--- config.mk ---
export PLATFORM = sky130hd
export DESIGN_NAME = lcg_random_with_range_top
export DESIGN_NICKNAME = d
export VERILOG_FILES = /design/src/design/lcgrr_pkg.sv /design/src/design/lcgrr_front.sv /design/src/design/lcgrr_fifo.sv /design/src/design/lcgrr_back.sv /design/src/design/lcg_random_with_range_top.sv
export SDC_FILE = /design/constraint.sdc
export NUM_CORES = 1
export LEC_CHECK = 0
export BUFFER_PORTS_ARGS = -buffer_cell sky130_fd_sc_hd__clkbuf_2
export CELL_PAD_IN_SITES_DETAIL_PLACEMENT = 2
export CELL_PAD_IN_SITES_GLOBAL_PLACEMENT = 2
export CORE_AREA = 2 2 227 229
export CTS_CLUSTER_SIZE = 16
export DETAILED_ROUTE_END_ITERATION = 16
export DIE_AREA = 0 0 229 231
export GPL_ROUTABILITY_DRIVEN = 0
export HOLD_SLACK_MARGIN = 0.05
export PLACE_DENSITY_LB_ADDON = 0.1
export SLEW_MARGIN = 5
export SYNTH_ARGS = -nofsm -noshare
export SYNTH_HDL_FRONTEND = slang
export SYNTH_HIERARCHICAL = 1
export SYNTH_SLANG_ARGS = --single-unit
--- constraint.sdc ---
create_clock -name clk_i -period 20.4 [get_ports clk_i]
set_clock_uncertainty 0.1 [all_clocks]
set_input_delay 3.06 -clock clk_i [delete_from_list [all_inputs] [get_ports clk_i]]
set_output_delay 3.06 -clock clk_i [all_outputs]
set_load 0.03 [all_outputs]
--- src/design/lcgrr_pkg.sv ---
// ----------------------------------------------------------------------------
// lcgrr_pkg
// Shared types and constants for the range-limited LCG random generator.
// ----------------------------------------------------------------------------
package lcgrr_pkg;

  localparam int unsigned SEED_W    = 31;
  localparam int unsigned LIMIT_W   = 32;
  localparam int unsigned FIFO_DEPTH = 2;
  localparam int unsigned FIFO_AW   = 1;
  localparam int unsigned CNT_W     = 5;

  localparam logic [31:0]       LCG_MUL    = 32'd1103515245;
  localparam logic [SEED_W-1:0] LCG_ADD    = 31'd12345;
  localparam logic [SEED_W-1:0] SEED_RESET = 31'd1;

  // classified request as held in the queue
  typedef struct packed {
    logic [LIMIT_W-1:0] mag;
    logic               is_zero;
  } lcgrr_item_t;

endpackage

--- src/design/lcgrr_front.sv ---
// ----------------------------------------------------------------------------
// lcgrr_front
// Accepts range limits, takes the magnitude and flags a zero limit.
// ----------------------------------------------------------------------------
module lcgrr_front import lcgrr_pkg::*; (
  input  logic               clk_i,
  input  logic               rst_ni,
  input  logic               in_valid_i,
  output logic               in_ready_o,
  input  logic [LIMIT_W-1:0] range_limit_i,
  input  logic               full_i,
  output logic               push_o,
  output lcgrr_item_t        push_item_o
);

  logic [LIMIT_W-1:0] mag;

  // magnitude of -2^31 is 2^31, which still fits in 32 unsigned bits
  assign mag = range_limit_i[LIMIT_W-1] ? (~range_limit_i + LIMIT_W'(1)) : range_limit_i;

  assign in_ready_o          = rst_ni & ~full_i;
  assign push_o              = in_valid_i & in_ready_o;
  assign push_item_o.mag     = mag;
  assign push_item_o.is_zero = (range_limit_i == '0);

  logic unused_clk;
  assign unused_clk = clk_i;

endmodule

--- src/design/lcgrr_fifo.sv ---
// ----------------------------------------------------------------------------
// lcgrr_fifo
// Two-entry queue between the request front and the compute back.
// ----------------------------------------------------------------------------
module lcgrr_fifo import lcgrr_pkg::*; (
  input  logic        clk_i,
  input  logic        rst_ni,
  input  logic        push_i,
  input  lcgrr_item_t push_item_i,
  input  logic        pop_i,
  output lcgrr_item_t pop_item_o,
  output logic        full_o,
  output logic        empty_o
);

  lcgrr_item_t              mem_q [FIFO_DEPTH];
  logic [FIFO_AW-1:0]       wr_ptr_q, wr_ptr_d;
  logic [FIFO_AW-1:0]       rd_ptr_q, rd_ptr_d;
  logic [FIFO_AW:0]         count_q, count_d;

  assign full_o     = (count_q == (FIFO_AW+1)'(FIFO_DEPTH));
  assign empty_o    = (count_q == '0);
  assign pop_item_o = mem_q[rd_ptr_q];

  always_comb begin
    wr_ptr_d = push_i ? wr_ptr_q + FIFO_AW'(1) : wr_ptr_q;
    rd_ptr_d = pop_i  ? rd_ptr_q + FIFO_AW'(1) : rd_ptr_q;
    count_d  = count_q + (FIFO_AW+1)'(push_i) - (FIFO_AW+1)'(pop_i);
  end

  always_ff @(posedge clk_i or negedge rst_ni) begin
    if (!rst_ni) begin
      wr_ptr_q <= '0;
      rd_ptr_q <= '0;
      count_q  <= '0;
    end else begin
      wr_ptr_q <= wr_ptr_d;
      rd_ptr_q <= rd_ptr_d;
      count_q  <= count_d;
    end
  end

  always_ff @(posedge clk_i) begin
    if (push_i) begin
      mem_q[wr_ptr_q] <= push_item_i;
    end
  end

endmodule

--- src/design/lcgrr_back.sv ---
// ----------------------------------------------------------------------------
// lcgrr_back
// Advances the seed and reduces it by the limit with a restoring remainder.
// ----------------------------------------------------------------------------
module lcgrr_back import lcgrr_pkg::*; (
  input  logic              clk_i,
  input  logic              rst_ni,
  input  logic              empty_i,
  input  lcgrr_item_t       pop_item_i,
  output logic              pop_o,
  output logic              out_valid_o,
  input  logic              out_ready_i,
  output logic [SEED_W-1:0] random_value_o
);

  localparam logic [2:0] S_IDLE = 3'd0;
  localparam logic [2:0] S_MUL  = 3'd1;
  localparam logic [2:0] S_ADD  = 3'd2;
  localparam logic [2:0] S_DIV  = 3'd3;
  localparam logic [2:0] S_DONE = 3'd4;

  logic [2:0]         state_q, state_d;
  logic [SEED_W-1:0]  seed_q, seed_d;
  logic [CNT_W-1:0]   cnt_q, cnt_d;
  logic               out_valid_q, out_valid_d;
  logic [SEED_W-1:0]  out_value_q, out_value_d;
  logic [SEED_W-1:0]  prod_q, prod_d;
  logic [LIMIT_W-1:0] mag_q, mag_d;
  logic               zero_q, zero_d;
  logic [SEED_W-1:0]  div_q, div_d;
  logic [LIMIT_W-1:0] rem_q, rem_d;
  logic [SEED_W-1:0]  res_q, res_d;

  logic [31:0]        mul_w;
  logic [SEED_W-1:0]  seed_next;
  logic [LIMIT_W-1:0] rem_sh;
  logic [LIMIT_W-1:0] rem_new;
  logic               out_free;

  assign mul_w     = {1'b0, seed_q} * LCG_MUL;
  assign seed_next = prod_q + LCG_ADD;
  assign rem_sh    = {rem_q[LIMIT_W-2:0], div_q[SEED_W-1]};
  assign rem_new   = (rem_sh >= mag_q) ? rem_sh - mag_q : rem_sh;
  assign out_free  = ~out_valid_q | out_ready_i;

  assign pop_o          = (state_q == S_IDLE) & ~empty_i;
  assign out_valid_o    = out_valid_q;
  assign random_value_o = out_value_q;

  always_comb begin
    state_d     = state_q;
    seed_d      = seed_q;
    cnt_d       = cnt_q;
    prod_d      = prod_q;
    mag_d       = mag_q;
    zero_d      = zero_q;
    div_d       = div_q;
    rem_d       = rem_q;
    res_d       = res_q;
    out_valid_d = out_valid_q & ~out_ready_i;
    out_value_d = out_value_q;
    unique case (state_q)
      S_IDLE: begin
        if (!empty_i) begin
          mag_d   = pop_item_i.mag;
          zero_d  = pop_item_i.is_zero;
          state_d = S_MUL;
        end
      end
      S_MUL: begin
        prod_d  = mul_w[SEED_W-1:0];
        state_d = S_ADD;
      end
      S_ADD: begin
        seed_d = seed_next;
        div_d  = seed_next;
        res_d  = seed_next;
        rem_d  = '0;
        cnt_d  = '0;
        state_d = zero_q ? S_DONE : S_DIV;
      end
      S_DIV: begin
        rem_d = rem_new;
        div_d = {div_q[SEED_W-2:0], 1'b0};
        cnt_d = cnt_q + CNT_W'(1);
        if (cnt_q == CNT_W'(SEED_W - 1)) begin
          // final remainder is below the magnitude, so it fits in 31 bits
          res_d   = rem_new[SEED_W-1:0];
          state_d = S_DONE;
        end
      end
      S_DONE: begin
        if (out_free) begin
          out_valid_d = 1'b1;
          out_value_d = res_q;
          state_d     = S_IDLE;
        end
      end
      default: begin
        state_d = S_IDLE;
      end
    endcase
  end

  always_ff @(posedge clk_i or negedge rst_ni) begin
    if (!rst_ni) begin
      state_q     <= S_IDLE;
      seed_q      <= SEED_RESET;
      cnt_q       <= '0;
      out_valid_q <= 1'b0;
    end else begin
      state_q     <= state_d;
      seed_q      <= seed_d;
      cnt_q       <= cnt_d;
      out_valid_q <= out_valid_d;
    end
  end

  always_ff @(posedge clk_i) begin
    prod_q      <= prod_d;
    mag_q       <= mag_d;
    zero_q      <= zero_d;
    div_q       <= div_d;
    rem_q       <= rem_d;
    res_q       <= res_d;
    out_value_q <= out_value_d;
  end

endmodule

--- src/design/lcg_random_with_range_top.sv ---
// ----------------------------------------------------------------------------
// lcg_random_with_range_top
// Range-limited 31-bit linear congruential random number generator.
// ----------------------------------------------------------------------------
// Each accepted range limit advances the 31-bit seed (reset value 1) by
// seed = (seed * 1103515245 + 12345) mod 2^31 and returns one word: the new
// seed when the limit is zero, otherwise the seed modulo the limit's
// magnitude. In the compute side a request goes through states that pick it
// up, do the multiply, do the add, run the one-bit-per-cycle restoring
// remainder and load the output register once it is free; a zero limit
// skips the remainder. A two-word request queue lets up to two further
// limits be taken while a request is in work or a result waits to be taken.
module lcg_random_with_range_top import lcgrr_pkg::*; (
  input  logic               clk_i,
  input  logic               rst_ni,
  input  logic               in_valid_i,
  output logic               in_ready_o,
  input  logic [LIMIT_W-1:0] range_limit_i,
  output logic               out_valid_o,
  input  logic               out_ready_i,
  output logic [SEED_W-1:0]  random_value_o
);

  logic        full, empty, push, pop;
  lcgrr_item_t push_item, pop_item;

  lcgrr_front u_front (
    .clk_i        (clk_i),
    .rst_ni       (rst_ni),
    .in_valid_i   (in_valid_i),
    .in_ready_o   (in_ready_o),
    .range_limit_i(range_limit_i),
    .full_i       (full),
    .push_o       (push),
    .push_item_o  (push_item)
  );

  lcgrr_fifo u_fifo (
    .clk_i      (clk_i),
    .rst_ni     (rst_ni),
    .push_i     (push),
    .push_item_i(push_item),
    .pop_i      (pop),
    .pop_item_o (pop_item),
    .full_o     (full),
    .empty_o    (empty)
  );

  lcgrr_back u_back (
    .clk_i         (clk_i),
    .rst_ni        (rst_ni),
    .empty_i       (empty),
    .pop_item_i    (pop_item),
    .pop_o         (pop),
    .out_valid_o   (out_valid_o),
    .out_ready_i   (out_ready_i),
    .random_value_o(random_value_o)
  );

endmodule

# --- Word level (Yosys, flattened, before mapping) ---
# Memories as Yosys holds them, arrays and structs flattened. A register that Yosys moved wholly into a read port is not among the register bits.
# Cells that the tools add are included.
word_totals:
  regBits: 199
  ramBits: 66
  romBits: 0
  n_memories: 1
  latch_bits: 0
  out_inout_bits: 33
op_classes:
  div_mod_pow: 0
  magnitude_cmp: 1
  addsub: 8
  mul: 1
  shift: 0
  n_reduce_logical: 8
  mux: 16
  n_eq_ne: 9
  bitwise_logic: 10
memory_table:
  columns: ["name", "words", "width", "rd", "rd_ports_with_merged_regs", "write_ports", "line_no", "text"]
  rows:
  - ["u_fifo.mem_q", 2, 33, 1, 1, 1, "lcgrr_fifo.sv:16", "lcgrr_item_t mem_q [FIFO_DEPTH];"]
ops:
  columns: ["op", "n"]
  rows:
  - ["31-bit case mux with 2 select lines", 3]
  - ["31-bit 2-to-1 mux", 2]
  - ["32-bit by 1-bit adder with 32-bit output (second input constant)", 1]
  - ["32-bit >= comparator", 1]
  - ["32-bit zero test", 1]
  - ["32-bit 2-to-1 mux", 1]
  - ["32-bit NOT", 1]
  - ["31-bit by 14-bit adder with 31-bit output (second input constant)", 1]
  - ["31-bit by 31-bit multiplier with 31-bit output (second input constant)", 1]
  - ["31-bit subtractor", 1]
  - ["3-bit case mux with 5 select lines", 1]
  - ["3-bit 2-to-1 mux", 4]
  - ["5-bit case mux with 2 select lines", 1]
  - ["3-bit by 2-bit equality test with 1-bit output (second input constant)", 2]
  - ["2-bit AND reduction", 3]
  - ["5-bit by 1-bit adder with 5-bit output (second input constant)", 1]
  - ["5-bit equality test (second input constant)", 1]
  - ["1-bit AND", 4]
  - ["1-bit 2-to-1 mux", 4]
  - ["2-bit by 1-bit != test with 1-bit output (second input constant)", 2]
  - ["1-bit NOT", 4]
  - ["3-bit by 1-bit equality test with 1-bit output (second input constant)", 1]
  - ["3-bit equality test (second input constant)", 1]
  - ["3-bit zero test", 1]
  - ["other kinds (9)", 10]

# --- Longest topological paths before layout ---
# Gate-level depths: netlist of the first run.
depth:
  ltp_word: 6
  mapped_depth: 24

# --- Hierarchy ---
# The synthesis of the first run kept the hierarchy.
modules_own_cells:
  columns: ["mod", "n_inst", "area_each_um2", "seq_area_each_um2", "cells_each"]
  rows:
  - ["lcgrr_back", 1, 18916.9, 6647.6, 1742]
  - ["lcgrr_fifo", 1, 2730.1, 2082.0, 118]
  - ["lcgrr_front", 1, 820.8, 0.0, 100]

# --- Least setup slack after synthesis of the first run ---
# OpenSTA, ideal clock, no wires.
synth_timing:
  kind: "input -> output"
  startpoint: "in rst_ni"
  endpoint: "out in_ready_o"
  cell_stages: 1
  slack_ns: 13.705
  required_time_ns: 17.240
  arrival_time_ns: 3.535
  path_buffers: 0
  cell_sequence: "nor2b_1"
synth_via:
  elab_chain_len: 1
synth_lines:
  columns: ["element", "line_no", "text"]
  rows:
  - ["from (decl)", "lcg_random_with_range_top.sv:15", "input logic rst_ni,"]
  - ["1-bit AND", "lcgrr_front.sv:21", "assign in_ready_o = rst_ni & ~full_i;"]
  - ["to (decl)", "lcg_random_with_range_top.sv:17", "output logic in_ready_o,"]
# No other way between the ends.

# --- Final worst setup path of the first run ---
layout_timing:
  startpoint: "reg u_back.seed_q[0]"
  endpoint: "reg u_back.prod_q[30] (data pin)"
layout_via:
  elab_chain_len: 1
layout_lines:
  columns: ["element", "line_no", "text"]
  rows:
  - ["from (decl)", "lcgrr_back.sv:23", "logic [SEED_W-1:0] seed_q, seed_d;"]
  - ["from (signal assigned)", "lcgrr_back.sv:108", "seed_q <= SEED_RESET;"]
  - ["from (signal assigned)", "lcgrr_back.sv:113", "seed_q <= seed_d;"]
  - ["31-bit by 31-bit multiplier with 31-bit output", "lcgrr_back.sv:40", "assign mul_w = {1'b0, seed_q} * LCG_MUL;"]
  - ["named net u_back.mul_w[30]", "lcgrr_back.sv:34", "logic [31:0] mul_w;"]
  - ["to (signal assigned)", "lcgrr_back.sv:120", "prod_q <= prod_d;"]
  - ["to (decl)", "lcgrr_back.sv:27", "logic [SEED_W-1:0] prod_q, prod_d;"]
# The timed path passes the listed nets, and every way through them passes these cells.
# A chain may end at the register's enable or synchronous reset.

==> out/metrics.csv, run 1 <==
metric,value,unit
CP Max Fanout,11,
layout cell share with drive strength beyond 1,9.93,%
dpl hpwl,54000,um
number of global-route vias before repair,16900,
post-CTS setup buffers,0,
Synth top cells by count,"inv_1 (375), edfxtp_1 (254), ha_1 (209), fa_1 (175), nor2_1 (104)",
kind of critical path,flop to flop,
pin count of the biggest net entering global routing,70,
final hold vios,0,
max_cap viols,0,
first-pass GRT wire length,104000,um
All-Layer GR Usage,26.1,%
"Buf+Inv Stages, Crit Path",6,
FMAX,0.134,GHz
clock latency on the worst-skew pair,0.53,ns
fin crit share,36.5,%
crit-path cells,"ha_1, inv_1, fa_1, inv_1, fa_1, inv_1, fa_1, inv_1, ha_1, ha_1, fa_1, inv_1, fa_1, inv_1, ha_1, a211oi_1, or3b_2, nand4_1, o211ai_1, a311o_1, a211o_1, a21oi_1, xnor2_1",
final wirelength,67500,um
synthesized area,22500,um2
CTS tree,yes,
Initial Utilization,44.3,%
Critical Path AT,7.60,ns
Clock Path Buffers,3,
slowest CP cell,dfstp_2,
number of gates resized after cts,0,
root buffer cell,clkbuf_16,
DRC,0,
crit-path most repeated cell,inv_1,
pre-CTS setup slack,13.02,ns
Routed Antenna Nets,0,
Max Slew Vio Count,0,
htree depth,2,
Layout Nets,2448,
Vias/cell,5.46,
"delay-heaviest family, CP",adder cells,
Post-synth EDFFs,254,
syn avg cell area,11.5,um2
clk slew on worst S/H paths,0.06,ns
Most used DFF post-synth,edfxtp_1,
Area Overhead vs Synth,9.69,%
die area,52900,um2
post-synthesis sequential area ratio,38.9,%
Pre-antenna DRT Iters,5,
Yosys top cell area share,33.9,%
most frequent cell after synthesis,inv_1,
final setup margin,12.96,ns
Synth Warn #,6,
min-delay worst type,flop to flop,
cells after synthesis,1960,
#FFs+latches synth,298,
final setup vio count,0,
Synth cell types,85,
clock net sink count,298,
cts hold-fix bufs,0,
Worst-Margin Slew,1.32,ns
status,finished clean,
RSZ-0062 raised after global routing,false,
Critical Path End Type,flop,
wire per inst,24.7,um
Vias,14900,
"area leader, netlist",edfxtp_1,
Critical Path Max Stage Delay,0.73,ns
Iteration-0 DRC Markers,896,
die width,229,um
die boundary height,231,um
total core area,50700,um2
initial antenna violation count,1,
Tmin final,7.44,ns
TNS Setup,0,ns
GRT overflow,0,
Core Rows,83,
Area contributors post-synth,"edfxtp_1 (34%), fa_1 (16%), ha_1 (12%), inv_1 (6.3%), dfrtp_1 (4.8%)",
syn nets,2380,
nature of the critical path startpoint,flop,
Hold Slack,0.319,ns
ys async rst share,14.8,%
relative slew slack,10.7,%
Critical Path RT,20.56,ns
I/O Buffers,68,
# diodes,0,
CTS Buf Count,35,
I/O pin count,69,
## flip-flops by register name, summed over array words and instances (netlist names)
name,count
u_back/cnt_q,5
u_back/div_q,31
u_back/mag_q,32
u_back/out_valid_o,1
u_back/prod_q,31
u_back/random_value_o,31
u_back/rem_q,31
u_back/res_q,31
u_back/seed_q,31
u_back/state_q,3
u_back/zero_q,1
u_fifo/count_q,2
u_fifo/mem_q,66
u_fifo/rd_ptr_q,1
u_fifo/wr_ptr_q,1
## worst reg2reg max path: stages, from the launching register on
cell and delay [ns]:
dfstp_2 0.73, ha_1 0.30, inv_1 0.14, fa_1 0.38, inv_1 0.09, fa_1 0.41
inv_1 0.09, fa_1 0.40, inv_1 0.08, ha_1 0.24, ha_1 0.32, fa_1 0.53
inv_1 0.06, fa_1 0.54, inv_1 0.04, ha_1 0.37, a211oi_1 0.39, or3b_2 0.50
nand4_1 0.29, o211ai_1 0.23, a311o_1 0.39, a211o_1 0.29, a21oi_1 0.18, xnor2_1 0.08
## kinds of logic (layout without fill, tap and decap cells)
| kind of cell | Yosys count | in the layout | share of synthesized area (%) |
|---|---|---|---|
| AOI/OAI and AO/OA | 288 | 288 | 8.64 |
| DFF | 298 | 298 | 38.9 |
| muxes | 80 | 80 | 4.24 |
| and+or+nand+nor | 348 | 348 | 7.67 |
| adders and majority gates | 384 | 384 | 27.2 |
| xor gates and xnor gates | 140 | 140 | 5.52 |
| buffers and inverters | 422 | 516 | 7.83 |
## cell usage in the layout, fill, tap and decap left out, types with 68 or more instances in the layout
master	count
fa_1	175
inv_1	374
o21ai_0	75
clkbuf_2	68
nand2_1	97
edfxtp_1	254
nor2_1	102
a21oi_1	79
xnor2_1	101
ha_1	209
## per-stage QoR
step	std cells	utilization, %	area [um2]
after floorplan	1960	-	22500
after global placement	2671	46.2	23400
final	2734	48.6	24600
after CTS	2734	48.6	24600
after detailed placement	2671	46.2	23400
after global routing	2734	48.6	24600
## cell type report
class	instances	area, um2
tap	680	851
fill	5145	26000
timing repair buffer	78	415
clock buffer	49	1000
sequential	298	8730
multi-input combinational	1240	12000
clock inverter	14	218
inverter	375	1410
## final timing paths
kind	endpoint	cells past startpoint	slack, ns	from
setup / recovery	u_back/prod_q[30]	23	12.96	u_back/seed_q[0]
hold / removal	u_back/random_value_o[24]	0	0.32	u_back/res_q[24]
setup reg to reg	u_back/prod_q[30]	23	12.96	u_back/seed_q[0]
hold reg to reg	u_back/random_value_o[24]	0	0.32	u_back/res_q[24]
max in group asynchronous	u_fifo/rd_ptr_q	2	17.12	rst_ni
min in group asynchronous	u_fifo/wr_ptr_q	2	2.57	rst_ni
## metal layers
metal | up-vias | GRT usage, % | wire length, um
met5 | - | 0 | 0
met2 | 276 | 44.0 | 32400
met1 | 7809 | 36.4 | 31600
met4 | 0 | 6.03 | 1480
li1 | 6770 | - | -
met3 | 84 | 2.53 | 1970
Power of run 1 is not shown: default switching activity piles up to over one toggle a cycle in this logic, so the estimate is an artifact.
==> run 2: changes to the inputs <==
ABC_AREA = 1   (was not set)
CORE_AREA = 2 2 257 259   (was 2 2 227 229)
DIE_AREA = 0 0 259 261   (was 0 0 229 231)
clock period = 6.4 ns   (was 20.4 ns; I/O delays follow)
==> run 2 against run 1 <==
Against the previous run:
- synthesized area up 5.5%
- flip-flop and latch count unchanged
- die area up 28%
- synthesized cell count up 36%
- first-iteration DRC count up 9.4%
- maximum frequency up 18%
- count of clock-buffer cells in the layout down 6
- critical path depth down 1
- design area up 11%
- sequential share of layout area down 3.6 points
- utilization down 6.4 points
- critical path type unchanged
- critical endpoint unchanged
- largest cell class unchanged
==> out/metrics.csv, run 2 <==
metric,value,unit
status,finished clean,
synthesized area,23700,um2
Clock Path Buffers,3,
Routed Antenna Nets,0,
total core area,65000,um2
Synth cell types,46,
Area Overhead vs Synth,15.9,%
Critical Path RT,6.63,ns
Yosys top cell area share,32.2,%
Reg-to-Reg Start,u_back/seed_q[17],
ys async rst share,14.8,%
r2r setup slk,0.12,ns
Core Rows,94,
"delay-heaviest family, CP",adder cells,
Hold Slack,0.321,ns
clock latency on the worst-skew pair,0.57,ns
dpl hpwl,69700,um
nature of the critical path startpoint,flop,
CTS tree,yes,
Tmin final,6.28,ns
CP Max Fanout,4,
Post-synth EDFFs,254,
"Design Area, Final",27500,um2
Layout Nets,3249,
clock net sink count,298,
final wirelength,85600,um
crit-path cells,"ha_4, fa_1, inv_1, fa_1, inv_1, fa_1, fa_1, inv_1, fa_1, inv_1, fa_1, inv_2, fa_1, inv_2, ha_4, nand2_4, nor3_4, nand2_2, nor3_4, a21oi_2, nand3_1, nand2_1",
DRC,0,
initial antenna violation count,2,
FF-to-FF End,u_back/prod_q[30],
layout cell share with drive strength beyond 1,13.8,%
first-pass GRT wire length,128000,um
cells after synthesis,2674,
fin crit share,98.1,%
Vias,18600,
Initial Utilization,36.4,%
crit-path most repeated cell,fa_1,
number of global-route vias before repair,20600,
final hold vios,0,
Critical Path Max Stage Delay,0.57,ns
Critical Path End Type,flop,
syn nets,3094,
cells on worst reg2reg path,22,
Critical Path AT,6.51,ns
Vias/cell,5.01,
Largest register FFs,66,
GRT overflow,0,
top flop regs,"u_fifo/mem_q (66), u_back/mag_q (32)",
Synth Warn #,6,
Synth top cells by count,"nand2_1 (619), inv_1 (600), edfxtp_1 (254), ha_1 (209), fa_1 (175)",
final setup vio count,0,
CTS Buf Count,37,
"commonest non-fill, non-tap cell in the layout",nand2_1,
Max Slew Vio Count,0,
most frequent cells in the layout,"nand2_1 (603), inv_1 (588), edfxtp_1 (254)",
Iteration-0 DRC Markers,980,
Pre-antenna DRT Iters,5,
#FFs+latches synth,298,
wire per inst,23.0,um
min-delay worst type,flop to flop,
relative slew slack,21.8,%
htree depth,2,
Most used DFF post-synth,edfxtp_1,
Worst-Margin Slew,1.17,ns
clk slew on worst S/H paths,0.06,ns
pin count of the biggest net entering global routing,68,
I/O Buffers,68,
cell area after placement,25400,um2
largest reg by FF count,u_fifo/mem_q,
RSZ-0062 raised after global routing,true,
Hold Path Depth,0,
Area contributors post-synth,"edfxtp_1 (32%), fa_1 (15%), ha_1 (11%), nand2_1 (9.8%), inv_1 (9.5%)",
"Buf+Inv Stages, Crit Path",6,
I/O pin count,69,
Hold Startpoint,u_back/res_q[2],
die area,67600,um2
root buffer cell,clkbuf_16,
kind of critical path,flop to flop,
die width,259,um
"area leader, netlist",edfxtp_1,
max_cap viols,0,
post-synthesis sequential area ratio,36.8,%
All-Layer GR Usage,25.4,%
syn avg cell area,8.86,um2
die boundary height,261,um
slowest CP cell,fa_1,
most frequent cell after synthesis,nand2_1,
Min-Delay Endpoint,u_back/random_value_o[2],
FMAX,0.159,GHz
run 2: changes by cell type after synthesis, moves of 25 or more:
cell	previous run	this run
nand4_1	11	36
nand3_1	23	117
nor2_1	104	172
nand2_1	98	619
inv_1	375	600
mux2_4	29	0
mux2i_1	45	0
o21ai_1	1	36
xnor2_1	101	44
run 2: cells by family (layout without fill, tap and decap cells):
group                    Yosys count  after routing  synth area share, %
flip-flops                       298            298                 36.8
other                              0              1                    0
buffers and inverters            660            843                 10.8
adder cells (fa/ha/maj)          384            384                 25.8
XOR/XNOR                          89             89                 3.29
AND/OR/NAND/NOR                 1016           1016                 18.1
AO/OA/AOI/OAI                    227            227                 5.20
run 2: layout make-up:
class,instances,area [um2]
fill,7171,37600
multi-input combinational,1716,13100
sequential,298,8750
inverter,624,2350
tap,864,1080
clock buffer,43,990
timing repair buffer,152,987
clock inverter,24,213
antenna,1,2.50
run 2: per-layer routing:
| layer | part of all wire, % | wire (um) | global-route usage [%] |
|---|---|---|---|
| met1 | 47 | 40600 | 36.2 |
| met2 | 45 | 38600 | 40.0 |
| met3 | 4.9 | 4220 | 4.44 |
| met4 | 2.5 | 2160 | 6.54 |
| met5 | 0.015 | 13 | 0 |
run 2: worst max-delay path by stage:
| stage | from | to | cells past startpoint |
|---|---|---|---|
| 2_1_floorplan | u_back/seed_q[6] | u_back/prod_q[21] | 25 |
| 3_3_place_gp | u_back/seed_q[4] | u_back/prod_q[30] | 23 |
| 3_5_place_dp | u_back/seed_q[4] | u_back/prod_q[30] | 23 |
| 4_1_cts | u_back/seed_q[17] | u_back/prod_q[30] | 23 |
| 5_1_grt | u_back/seed_q[6] | u_back/prod_q[28] | 27 |
| 6_report | u_back/seed_q[17] | u_back/prod_q[30] | 22 |
run 2: per-stage QoR:
stage | setup slack, ns | instances | util, % | TNS [ns]
finish | 0.119 | 3722 | 42.2 | 0
global route | -0.156 | 3721 | 42.2 | -0.633
floorplan | 0.258 | 2674 | - | 0
CTS | -0.0210 | 3702 | 41.3 | -0.0210
detailed placement | -0.552 | 3633 | 39.1 | -1.32
global placement | -0.427 | 3633 | 39.1 | -0.437
run 2: timing repair:
action,CTS,global route
endpoints found under the setup margin,10,13
hold buffers,0,0
buffers inserted,2,19
resized for setup,48,107
pin swaps,1,37
Power of run 2 is left out for the same reason.
==> run 3: changes to the inputs <==
ABC_AREA = not set   (was 1)
CORE_AREA = 2 2 238 240   (was 2 2 257 259)
CTS_BUF_LIST = sky130_fd_sc_hd__clkbuf_4 sky130_fd_sc_hd__clkbuf_8   (was not set)
DIE_AREA = 0 0 240 242   (was 0 0 259 261)
SLEW_MARGIN = 15   (was 5)
==> run 3 against run 2 <==
Against the previous run:
- the flow now finishes with violations (setup timing)
- flip-flop and latch count did not move
- routed wire length fell by 15%
- die area fell by 14%
- via count fell by 17%
- global-route usage fell by 0.13 points
- count of clock-buffer cells in the layout rose by 27
- maximum frequency fell by 3.8%
- non-clock buffer count rose by 78
- design area fell by 3.3%
- worst hold slack got worse by 0.0027 ns
- register-to-register slack got worse by 0.25 ns
- cell count fell by 19%
==> out/metrics.csv, run 3 (synthesis gave the netlist of run 1 again) <==
metric,value,unit
status,"finished, violations left",
failing checks,setup timing,
Vias/cell,5.18,
All-Layer GR Usage,25.3,%
Initial Utilization,40.3,%
CTS Buf Count,54,
final hold vios,0,
r2r setup slk,-0.13,ns
die boundary height,242,um
number of global-route vias before repair,18000,
Post-Route Utilization,47.6,%
root buffer cell,clkbuf_8,
most frequent cells in the layout,"inv_1 (357), edfxtp_1 (254), ha_1 (172)",
total core area,55700,um2
die width,240,um
clock latency on the worst-skew pair,0.65,ns
FMAX,0.153,GHz
layout cell share with drive strength beyond 1,22.6,%
I/O Buffers,68,
Layout Nets,2619,
Hold Startpoint,u_back/res_q[8],
Iteration-0 DRC Markers,680,
htree depth,2,
I/O pin count,69,
final setup vio count,4,
largest reg by FF count,u_fifo/mem_q,
FF-to-FF End,u_back/prod_q[30],
Area Overhead vs Synth,18.2,%
DRC,0,
"commonest non-fill, non-tap cell in the layout",inv_1,
"Design Area, Final",26600,um2
Tmin final,6.53,ns
clock net sink count,298,
Pre-antenna DRT Iters,5,
initial antenna violation count,2,
cell area after placement,24600,um2
Worst-Margin Slew,1.21,ns
cells on worst reg2reg path,23,
pin count of the biggest net entering global routing,68,
Largest register FFs,66,
CP Max Fanout,4,
fin crit share,102,%
cts hold-fix bufs,0,
Routed Antenna Nets,0,
nature of the critical path startpoint,flop,
TNS Setup,-0.264,ns
kind of critical path,flop to flop,
final wirelength,72600,um
wire per inst,24.2,um
RSZ-0062 raised after global routing,true,
Critical Path AT,6.80,ns
Clock Path Buffers,3,
layout filler cell count,5661,
Hold Path Depth,0,
top flop regs,"u_fifo/mem_q (66), u_back/mag_q (32)",
first-pass GRT wire length,110000,um
Max Slew Vio Count,0,
Min-Delay Endpoint,u_back/random_value_o[8],
Hold Slack,0.318,ns
Critical Path End Type,flop,
dpl hpwl,55700,um
Critical Path RT,6.67,ns
Reg-to-Reg Start,u_back/seed_q[6],
min-delay worst type,flop to flop,
GRT overflow,0,
Vias,15600,
Core Rows,87,
relative slew slack,17.9,%
die area,58100,um2
CTS tree,yes,
clk slew on worst S/H paths,0.07,ns
final setup margin,-0.128,ns
max_cap viols,0,
==> run 3: cell types whose count changed in the layout (fill, tap and decap cells not counted), moves of 55 or more <==
cell | before | now
inv_1 | 588 | 357
nor2_1 | 165 | 100
buf_4 | 82 | 149
nand2_1 | 603 | 96
xnor2_1 | 42 | 100
clkbuf_8 | 2 | 57
nand3_1 | 113 | 23
==> run 3: worst max path at each step <==
stage,startpoint,end,slack [ns],depth (start not counted)
floorplan,u_back/seed_q[5],u_back/prod_q[29],-0.01,21
global placement,u_back/seed_q[9],u_back/prod_q[30],-0.26,21
detailed placement,u_back/seed_q[9],u_back/prod_q[30],-0.43,21
CTS,u_back/seed_q[9],u_back/prod_q[30],-0.12,22
global route,u_back/seed_q[6],u_back/prod_q[30],-0.33,25
finish,u_back/seed_q[6],u_back/prod_q[30],-0.13,23
==> run 3: repair_timing <==
item                                    4_1_cts  5_1_grt
cloned                                        0        0
pin swaps                                    50       37
endpoints found under the setup margin       10       11
buffers inserted                             19       10
gates resized for setup                      67       41
==> run 3: layout make-up <==
class	instances	area (um2)	area share [%]
inverters	375	1410	5.30
clock inverters	32	290	1.09
diodes	2	5.00	0.0188
repair buffers	230	1630	6.14
clock buffers	70	882	3.32
multi-input cells	1240	12600	47.6
flip-flops and latches	298	8750	32.9
well taps	756	946	3.56
==> run 3: critical path: stages, from the launching register on <==
cell and delay [ns]:
dfrtp_2 0.47, ha_4 0.33, xor2_4 0.18, buf_4 0.14
buf_4 0.10, inv_1 0.04, fa_1 0.47, fa_1 0.52
inv_1 0.08, ha_4 0.24, ha_4 0.24, fa_1 0.53
inv_1 0.06, fa_1 0.54, inv_1 0.06, ha_1 0.26
a211oi_4 0.25, or3b_4 0.42, nand4_1 0.15, o211ai_1 0.20
a311o_1 0.37, a211o_1 0.29, a21oi_2 0.14, xnor2_1 0.08
==> run 3: stage by stage <==
| stage | worst slack [ns] | std cells |
|---|---|---|
| 3_3_place_gp | -0.259 | 2870 |
| 5_1_grt | -0.328 | 3001 |
| 2_1_floorplan | -0.0116 | 1960 |
| 4_1_cts | -0.119 | 2991 |
| 6_report | -0.128 | 3003 |
| 3_5_place_dp | -0.432 | 2870 |
==> run 3: layer usage <==
metal,track usage (%),vias up,part of all wire [%]
met3,3.75,110,3.9
met4,7.96,0,2.9
met2,42.5,254,49
met5,0,-,0
li1,-,7119,-
met1,33.5,8075,44
Power of run 3 is left out for the same reason.
